**config.mk**
```make
export PLATFORM = sky130hd
export DESIGN_NAME = integer_to_ascii_formatter
export DESIGN_NICKNAME = d
export VERILOG_FILES = /design/src/rtl/core/itoa_pkg.sv /design/src/rtl/core/itoa_front.sv /design/src/rtl/core/itoa_queue.sv /design/src/rtl/core/itoa_back.sv /design/src/rtl/core/integer_to_ascii_formatter.sv
export SDC_FILE = /design/constraint.sdc
export NUM_CORES = 2
export LEC_CHECK = 0
export BUFFER_PORTS_ARGS = -buffer_cell sky130_fd_sc_hd__buf_4
export CAP_MARGIN = 5
export CORE_ASPECT_RATIO = 0.6
export CORE_MARGIN = 3
export CORE_UTILIZATION = 35
export CTS_CLUSTER_DIAMETER = 60
export DETAILED_ROUTE_END_ITERATION = 10
export PLACE_DENSITY = 0.46
export SKIP_CTS_REPAIR_TIMING = 1
export SLEW_MARGIN = 25
export SYNTH_ARGS = -nofsm -noshare
export SYNTH_HDL_FRONTEND = slang
export SYNTH_HIERARCHICAL = 1
export SYNTH_SLANG_ARGS = --single-unit
```
**constraint.sdc**
```tcl
create_clock -name clk -period 9.3 [get_ports clk]
set_clock_uncertainty 0.2 [all_clocks]
set_input_delay 0.465 -clock clk [delete_from_list [all_inputs] [get_ports clk]]
set_output_delay 0.465 -clock clk [all_outputs]
set_load 0.005 [all_outputs]
```
**src/rtl/core/itoa_pkg.sv**
```systemverilog
// Shared types, codes and character helpers of the integer to ASCII formatter
package itoa_pkg;

  localparam logic [2:0] MODE_SDEC = 3'd0;
  localparam logic [2:0] MODE_UDEC = 3'd1;
  localparam logic [2:0] MODE_HEXL = 3'd2;
  localparam logic [2:0] MODE_HEXU = 3'd3;
  localparam logic [2:0] MODE_PTR  = 3'd4;

  localparam logic [7:0] CH_ZERO  = 8'h30;
  localparam logic [7:0] CH_MINUS = 8'h2d;
  localparam logic [7:0] CH_X     = 8'h78;
  localparam logic [7:0] CH_LOW_A = 8'h61;
  localparam logic [7:0] CH_UP_A  = 8'h41;

  // x / 10 == (x * RECIP10) >> RECIP_SHIFT for every 32-bit x
  localparam logic [63:0] RECIP10     = 64'h0000_0000_CCCC_CCCD;
  localparam int          RECIP_SHIFT = 35;

  localparam int ITOA_QUEUE_DEPTH = 2;

  typedef struct packed {
    logic [2:0]  mode;
    logic [63:0] value;
  } itoa_in_t;

  typedef struct packed {
    logic [7:0] char_code;
    logic [4:0] char_index;
    logic       last_char;
  } itoa_out_t;

  // Classified request handed from front to back
  typedef struct packed {
    logic [63:0] mag;
    logic        hex;
    logic        upper;
    logic        neg;
    logic        ptr;
  } itoa_job_t;

  function automatic logic [7:0] digit_char(input logic [3:0] d, input logic upper);
    logic [7:0] base;
    begin
      base = upper ? CH_UP_A : CH_LOW_A;
      if (d < 4'd10) digit_char = CH_ZERO + {4'd0, d};
      else           digit_char = base + {4'd0, d} - 8'd10;
    end
  endfunction

endpackage

```
**src/rtl/core/itoa_front.sv**
```systemverilog
// Front end: takes requests and classifies them into digit jobs
module itoa_front
  import itoa_pkg::*;
(
  input  logic      start,
  input  logic      busy,
  input  itoa_in_t  in_req,
  output logic      push,
  output itoa_job_t job
);

  logic [31:0] low;
  logic        mode_ok;

  assign low = in_req.value[31:0];

  always_comb begin
    mode_ok   = 1'b1;
    job.mag   = {32'd0, low};
    job.hex   = 1'b0;
    job.upper = 1'b0;
    job.neg   = 1'b0;
    job.ptr   = 1'b0;
    case (in_req.mode)
      MODE_SDEC: begin
        if (low[31]) begin
          job.neg = 1'b1;
          job.mag = {32'd0, 32'd0 - low};
        end
      end
      MODE_UDEC: begin
      end
      MODE_HEXL: job.hex = 1'b1;
      MODE_HEXU: begin
        job.hex   = 1'b1;
        job.upper = 1'b1;
      end
      MODE_PTR: begin
        job.hex = 1'b1;
        job.ptr = 1'b1;
        job.mag = in_req.value;
      end
      default: mode_ok = 1'b0;   // unused modes print nothing
    endcase
  end

  assign push = start && !busy && mode_ok;

endmodule

```
**src/rtl/core/itoa_queue.sv**
```systemverilog
// Small job queue between front and back
module itoa_queue
  import itoa_pkg::*;
#(
  parameter int DEPTH = ITOA_QUEUE_DEPTH
) (
  input  logic      clk,
  input  logic      rst_n,
  input  logic      push,
  input  itoa_job_t push_data,
  input  logic      pop,
  output itoa_job_t pop_data,
  output logic      full,
  output logic      empty
);

  localparam int PW = (DEPTH > 1) ? $clog2(DEPTH) : 1;
  localparam int CW = $clog2(DEPTH + 1);
  localparam logic [PW-1:0] LAST = PW'(DEPTH - 1);

  itoa_job_t       mem_r [DEPTH];
  logic [PW-1:0]   wr_ptr_r, wr_ptr_nxt;
  logic [PW-1:0]   rd_ptr_r, rd_ptr_nxt;
  logic [CW-1:0]   cnt_r, cnt_nxt;
  logic            do_push, do_pop;

  assign full     = (cnt_r == CW'(DEPTH));
  assign empty    = (cnt_r == '0);
  assign do_push  = push && !full;
  assign do_pop   = pop && !empty;
  assign pop_data = mem_r[rd_ptr_r];

  always_comb begin
    wr_ptr_nxt = wr_ptr_r;
    rd_ptr_nxt = rd_ptr_r;
    cnt_nxt    = cnt_r;
    if (do_push) wr_ptr_nxt = (wr_ptr_r == LAST) ? '0 : wr_ptr_r + 1'b1;
    if (do_pop)  rd_ptr_nxt = (rd_ptr_r == LAST) ? '0 : rd_ptr_r + 1'b1;
    if (do_push && !do_pop)      cnt_nxt = cnt_r + 1'b1;
    else if (do_pop && !do_push) cnt_nxt = cnt_r - 1'b1;
  end

  always_ff @(posedge clk) begin
    if (!rst_n) begin
      wr_ptr_r <= '0;
      rd_ptr_r <= '0;
      cnt_r    <= '0;
    end else begin
      wr_ptr_r <= wr_ptr_nxt;
      rd_ptr_r <= rd_ptr_nxt;
      cnt_r    <= cnt_nxt;
    end
  end

  always_ff @(posedge clk) begin
    if (do_push) mem_r[wr_ptr_r] <= push_data;
  end

endmodule

```
**src/rtl/core/itoa_back.sv**
```systemverilog
// Back end: extracts digits least significant first, then emits characters
module itoa_back
  import itoa_pkg::*;
(
  input  logic      clk,
  input  logic      rst_n,
  input  logic      q_empty,
  input  itoa_job_t q_data,
  output logic      q_pop,
  output logic      out_valid,
  output itoa_out_t out_res
);

  typedef enum logic [3:0] {
    ST_IDLE = 4'b0001,
    ST_DIV  = 4'b0010,
    ST_REM  = 4'b0100,
    ST_EMIT = 4'b1000
  } state_t;

  state_t      state_r, state_nxt;
  itoa_job_t   job_r, job_nxt;
  logic [63:0] x_r, x_nxt;
  logic [31:0] q_r, q_nxt;
  logic [3:0]  ndig_r, ndig_nxt;
  logic [3:0]  dptr_r, dptr_nxt;
  logic [4:0]  idx_r, idx_nxt;
  logic [3:0]  digbuf_r [16];
  logic        dig_we;
  logic [3:0]  dig_wd;
  logic [63:0] prod;
  logic [31:0] rem;
  logic [4:0]  plen;
  logic        ov_nxt;
  itoa_out_t   ores_nxt;

  assign prod  = {32'd0, x_r[31:0]} * RECIP10;
  assign rem   = x_r[31:0] - ({q_r[28:0], 3'd0} + {q_r[30:0], 1'd0});
  assign plen  = job_r.neg ? 5'd1 : (job_r.ptr ? 5'd2 : 5'd0);
  assign q_pop = (state_r == ST_IDLE) && !q_empty;

  always_comb begin
    state_nxt = state_r;
    job_nxt   = job_r;
    x_nxt     = x_r;
    q_nxt     = q_r;
    ndig_nxt  = ndig_r;
    dptr_nxt  = dptr_r;
    idx_nxt   = idx_r;
    dig_we    = 1'b0;
    dig_wd    = x_r[3:0];
    ov_nxt    = 1'b0;
    ores_nxt  = '0;
    case (state_r)
      ST_IDLE: begin
        if (!q_empty) begin
          job_nxt   = q_data;
          x_nxt     = q_data.mag;
          ndig_nxt  = '0;
          idx_nxt   = '0;
          state_nxt = ST_DIV;
        end
      end
      ST_DIV: begin
        if (job_r.hex) begin
          dig_we   = 1'b1;
          x_nxt    = {4'd0, x_r[63:4]};
          dptr_nxt = ndig_r;
          ndig_nxt = ndig_r + 1'b1;
          if (x_r[63:4] == '0) state_nxt = ST_EMIT;
        end else begin
          q_nxt     = 32'(prod >> RECIP_SHIFT);
          state_nxt = ST_REM;
        end
      end
      ST_REM: begin
        dig_we   = 1'b1;
        dig_wd   = rem[3:0];
        x_nxt    = {32'd0, q_r};
        dptr_nxt = ndig_r;
        ndig_nxt = ndig_r + 1'b1;
        state_nxt = (q_r == '0) ? ST_EMIT : ST_DIV;
      end
      ST_EMIT: begin
        ov_nxt              = 1'b1;
        ores_nxt.char_index = idx_r;
        idx_nxt             = idx_r + 1'b1;
        if (idx_r < plen) begin
          // sign or "0x" prefix
          if (job_r.neg)     ores_nxt.char_code = CH_MINUS;
          else if (idx_r[0]) ores_nxt.char_code = CH_X;
          else               ores_nxt.char_code = CH_ZERO;
        end else begin
          ores_nxt.char_code = digit_char(digbuf_r[dptr_r], job_r.upper);
          dptr_nxt           = dptr_r - 1'b1;
          if (dptr_r == '0) begin
            ores_nxt.last_char = 1'b1;
            state_nxt          = ST_IDLE;
          end
        end
      end
      default: state_nxt = ST_IDLE;
    endcase
  end

  always_ff @(posedge clk) begin
    if (!rst_n) begin
      state_r   <= ST_IDLE;
      out_valid <= 1'b0;
    end else begin
      state_r   <= state_nxt;
      out_valid <= ov_nxt;
    end
  end

  always_ff @(posedge clk) begin
    job_r   <= job_nxt;
    x_r     <= x_nxt;
    q_r     <= q_nxt;
    ndig_r  <= ndig_nxt;
    dptr_r  <= dptr_nxt;
    idx_r   <= idx_nxt;
    out_res <= ores_nxt;
    if (dig_we) digbuf_r[ndig_r] <= dig_wd;
  end

endmodule

```
**src/rtl/core/integer_to_ascii_formatter.sv**
```systemverilog
// Integer to ASCII formatter: front classifier, job queue, digit back end
// An idle back end takes a request from the queue and extracts its digits, one hex digit per
// ST_DIV step or one decimal digit per ST_DIV and ST_REM pair (1..16 hex, 1..10 decimal digits),
// then emits its characters from ST_EMIT. It takes a new request only after the last character
// of the previous one; the queue holds requests, busy only while it is full.
// Synchronous active-low reset empties the queue and idles the back end; output never stalls.
module integer_to_ascii_formatter
  import itoa_pkg::*;
#(
  parameter int QUEUE_DEPTH = ITOA_QUEUE_DEPTH
) (
  input  logic      clk,
  input  logic      rst_n,
  input  logic      start,
  output logic      busy,
  input  itoa_in_t  in_req,
  output logic      out_valid,
  output itoa_out_t out_res
);

  logic      push, q_pop, q_empty;
  itoa_job_t push_job, q_data;

  itoa_front u_front (
    .start  (start),
    .busy   (busy),
    .in_req (in_req),
    .push   (push),
    .job    (push_job)
  );

  itoa_queue #(
    .DEPTH (QUEUE_DEPTH)
  ) u_queue (
    .clk       (clk),
    .rst_n     (rst_n),
    .push      (push),
    .push_data (push_job),
    .pop       (q_pop),
    .pop_data  (q_data),
    .full      (busy),
    .empty     (q_empty)
  );

  itoa_back u_back (
    .clk       (clk),
    .rst_n     (rst_n),
    .q_empty   (q_empty),
    .q_data    (q_data),
    .q_pop     (q_pop),
    .out_valid (out_valid),
    .out_res   (out_res)
  );

endmodule

```
==> impl_metrics.env <==
export IMPL_grt_max_degree=68
export IMPL_syn2layout_area_growth_pct=12.5
export IMPL_startpoint_type="flop"
export IMPL_vias_per_cell=4.90
export IMPL_cap_viol_max_count=0
export IMPL_clockBufferDepth=3
export IMPL_port_buffers=84
export IMPL_cts_tree="yes"
export IMPL_async_reset_ff_frac=0
export IMPL_met2_length_microns=34900
export IMPL_dpl_cell_count=3831
export IMPL_num_nets_final=3588
export IMPL_htree_levels=2
export IMPL_worstPathRequired_ns=9.38
export IMPL_dp_slack_ns=0.0476
export IMPL_setup_ws_ns=0.390
export IMPL_setup_viol_count_final=0
export IMPL_die_w_microns=389
export IMPL_highest_layer="met4"
export IMPL_clk_latency_ns=0.57
export IMPL_setup_tns_ns=0
export IMPL_syn_num_nets=3435
export IMPL_worstMarginPinSlew_ns=1.06
export IMPL_grt_pass1_vias=20526
export IMPL_dieArea_sq_um=91900
export IMPL_status="complete, no violations"
export IMPL_yosysMostFrequentCell="inv_1"
export IMPL_grt_overflow=0
export IMPL_hp_class="in2reg"
export IMPL_start_util=0.357
export IMPL_drive_above_1_share=0.111
export IMPL_core_sq_um=86400
export IMPL_ioPinCount=86
export IMPL_drc=0
export IMPL_fin_crit_sh=0.958
export IMPL_drv_slew=0
export IMPL_cts_buffers_inserted=38
export IMPL_drtIter0Drc=1193
export IMPL_yosysUniqueCellTypes=73
export IMPL_vias=19287
export IMPL_clock_sinks=337
export IMPL_synth_top_cell_area_share=0.302
export IMPL_grt_util_all_layers=0.210
export IMPL_yosysWarnings=6
export IMPL_synth_edf_count=310
export IMPL_die_y_microns=236
export IMPL_stdcell_count=3936
export IMPL_max_slew_margin=0.288
export IMPL_synth_ff_type="edfxtp_1"
export IMPL_timing_fmax_ghz=0.112
export IMPL_fin_crit_ns=8.91
export IMPL_antenna_left=0
export IMPL_synth_seq_cells=337
export IMPL_dr_wl_met3_microns=9270
export IMPL_endpoint_kind="flop"
export IMPL_post_drt_wl_per_cell_microns=24.1
export IMPL_grt_pass1_wl_microns=140000
export IMPL_final_hold_violation_count=0
export IMPL_critical_path_class="reg2reg"
export IMPL_yosysTopAreaCell="edfxtp_1"
export IMPL_cts_root_buffer="clkbuf_16"
export IMPL_avgSynthCellArea_sq_um=11.8
export IMPL_wl_met1_microns=49800
export IMPL_fin_util=0.402
export IMPL_synthTopCellsByArea="edfxtp_1 (30%), fa_1 (25%), ha_1 (15%)"
export IMPL_firstDrtPassIters=5
export IMPL_cp_max_fo=8
export IMPL_rsz0062_at_grt="false"
export IMPL_rows=83
export IMPL_syn_cell_area_sq_um=30900
export IMPL_ys_seq_area_frac=0.319
export IMPL_synthCells=2607
export IMPL_antenna_found_initial=2
export IMPL_dp_hpwl_microns=80600
export IMPL_antenna_cells=0
export IMPL_wl_microns=95000
export IMPL_crit_arrival_ns=8.99
export IMPL_path_clk_slew_ns=0.06
export IMPL_place_congestion=0.943
export IMPL_ys_top_cells_by_count="inv_1 (616), fa_1 (386), ha_1 (372), edfxtp_1 (310), nand2_1 (124)"
## flip-flops by register name, summed over array words and instances, names as in the netlist, 2 cells and up, named ones only
register and cells:
u_back/dptr_r 4, u_back/out_res 13, u_back/job_r 4, u_queue/cnt_r 2
u_back/idx_r 5, u_back/ndig_r 4, u_back/q_r 29, u_back/state_r 4
u_back/digbuf_r 64, u_queue/mem_r 136, u_back/x_r 64
## through the flow
step	instance area, sq um	hold slack [ns]
after global routing	34700	0.000606
final	34700	0.0192
after floorplan	30900	0.241
after CTS	34400	-0.120
after global placement	33100	0.301
after detailed placement	33100	0.339
## cell families (layout without fill, tap and decap cells)
logic type,Yosys count,in the layout,share of synthesized area
other,1,1,0.000122
multiplexers,90,90,0.0426
adder cells (fa/ha/maj),758,758,0.401
flip-flops,337,337,0.319
AO/OA/AOI/OAI,266,266,0.0592
AND/OR/NAND/NOR,364,364,0.0602
buffers and inverters,668,850,0.0826
XOR/XNOR,123,123,0.0349
## critical path, stage by stage, from the launching register on
cell       delay [ns]
edfxtp_1         0.77
inv_1            0.10
ha_1             0.54
ha_1             0.35
xor2_1           0.16
ha_1             0.21
a21oi_1          0.64
fa_1             0.55
inv_1            0.09
fa_1             0.44
ha_1             0.34
fa_1             0.54
inv_1            0.05
fa_1             0.53
inv_1            0.04
ha_1             0.33
a21oi_1          0.18
o21ai_0          0.16
a311oi_2         0.28
buf_4            0.18
nand3_1          0.39
a22oi_1          0.49
a21bo_2          0.26
a2111oi_4        0.09
nor3_1           0.39
o21ai_1          0.15
xnor2_1          0.14
## area by class of cell
class	instances	area (sq um)
inverters	618	2320
well taps	1147	1440
clock buffers	49	1020
flip-flops and latches	337	9850
clock inverters	20	241
multi-input cells	1602	18500
repair buffers	163	1310
fillers	8323	51700
## path summary, 6_finish.rpt
path | from | to | slack, ns | cells after the start
min reg2reg | u_queue/mem_r[1][3]$_DFFE_PP_ | u_back/job_r[3]$_DFFE_PP_ | 0.35 | 1
max | u_back/x_r[11]$_DFFE_PP_ | u_back/q_r[28]$_DFFE_PP_ | 0.39 | 26
min | in_req[41] | u_queue/mem_r[0][45]$_DFFE_PP_ | 0.02 | 2
max reg2reg | u_back/x_r[11]$_DFFE_PP_ | u_back/q_r[28]$_DFFE_PP_ | 0.39 | 26
## layer usage
layer / up-vias / track usage
li1: 8875 / -
met1: 9852 / 0.334
met2: 504 / 0.265
met3: 56 / 0.0850
met4: 0 / 0.0276
met5: - / 0
## placed cells by master (no fill, tap or decap), types with 13 or more instances in the layout
cell type	n
inv_1	616
fa_1	386
ha_1	372
edfxtp_1	310
buf_4	134
nand2_1	124
xnor2_1	69
and2_1	61
a21oi_1	59
xor2_1	54
mux2_2	50
nor2_1	49
o21ai_0	44
clkbuf_16	39
a21o_1	36
a22o_1	31
a22oi_1	30
dlygate4sd3_1	28
dfxtp_1	25
mux4_2	20
mux2_4	20
nor4_1	19
nand3_1	18
nand4_1	17
nand2b_1	15
o31ai_1	14
nor3_1	13
Power is left out: the tool's default activity adds up to more than one toggle a clock period on the data nets, which glitch-free logic cannot reach.
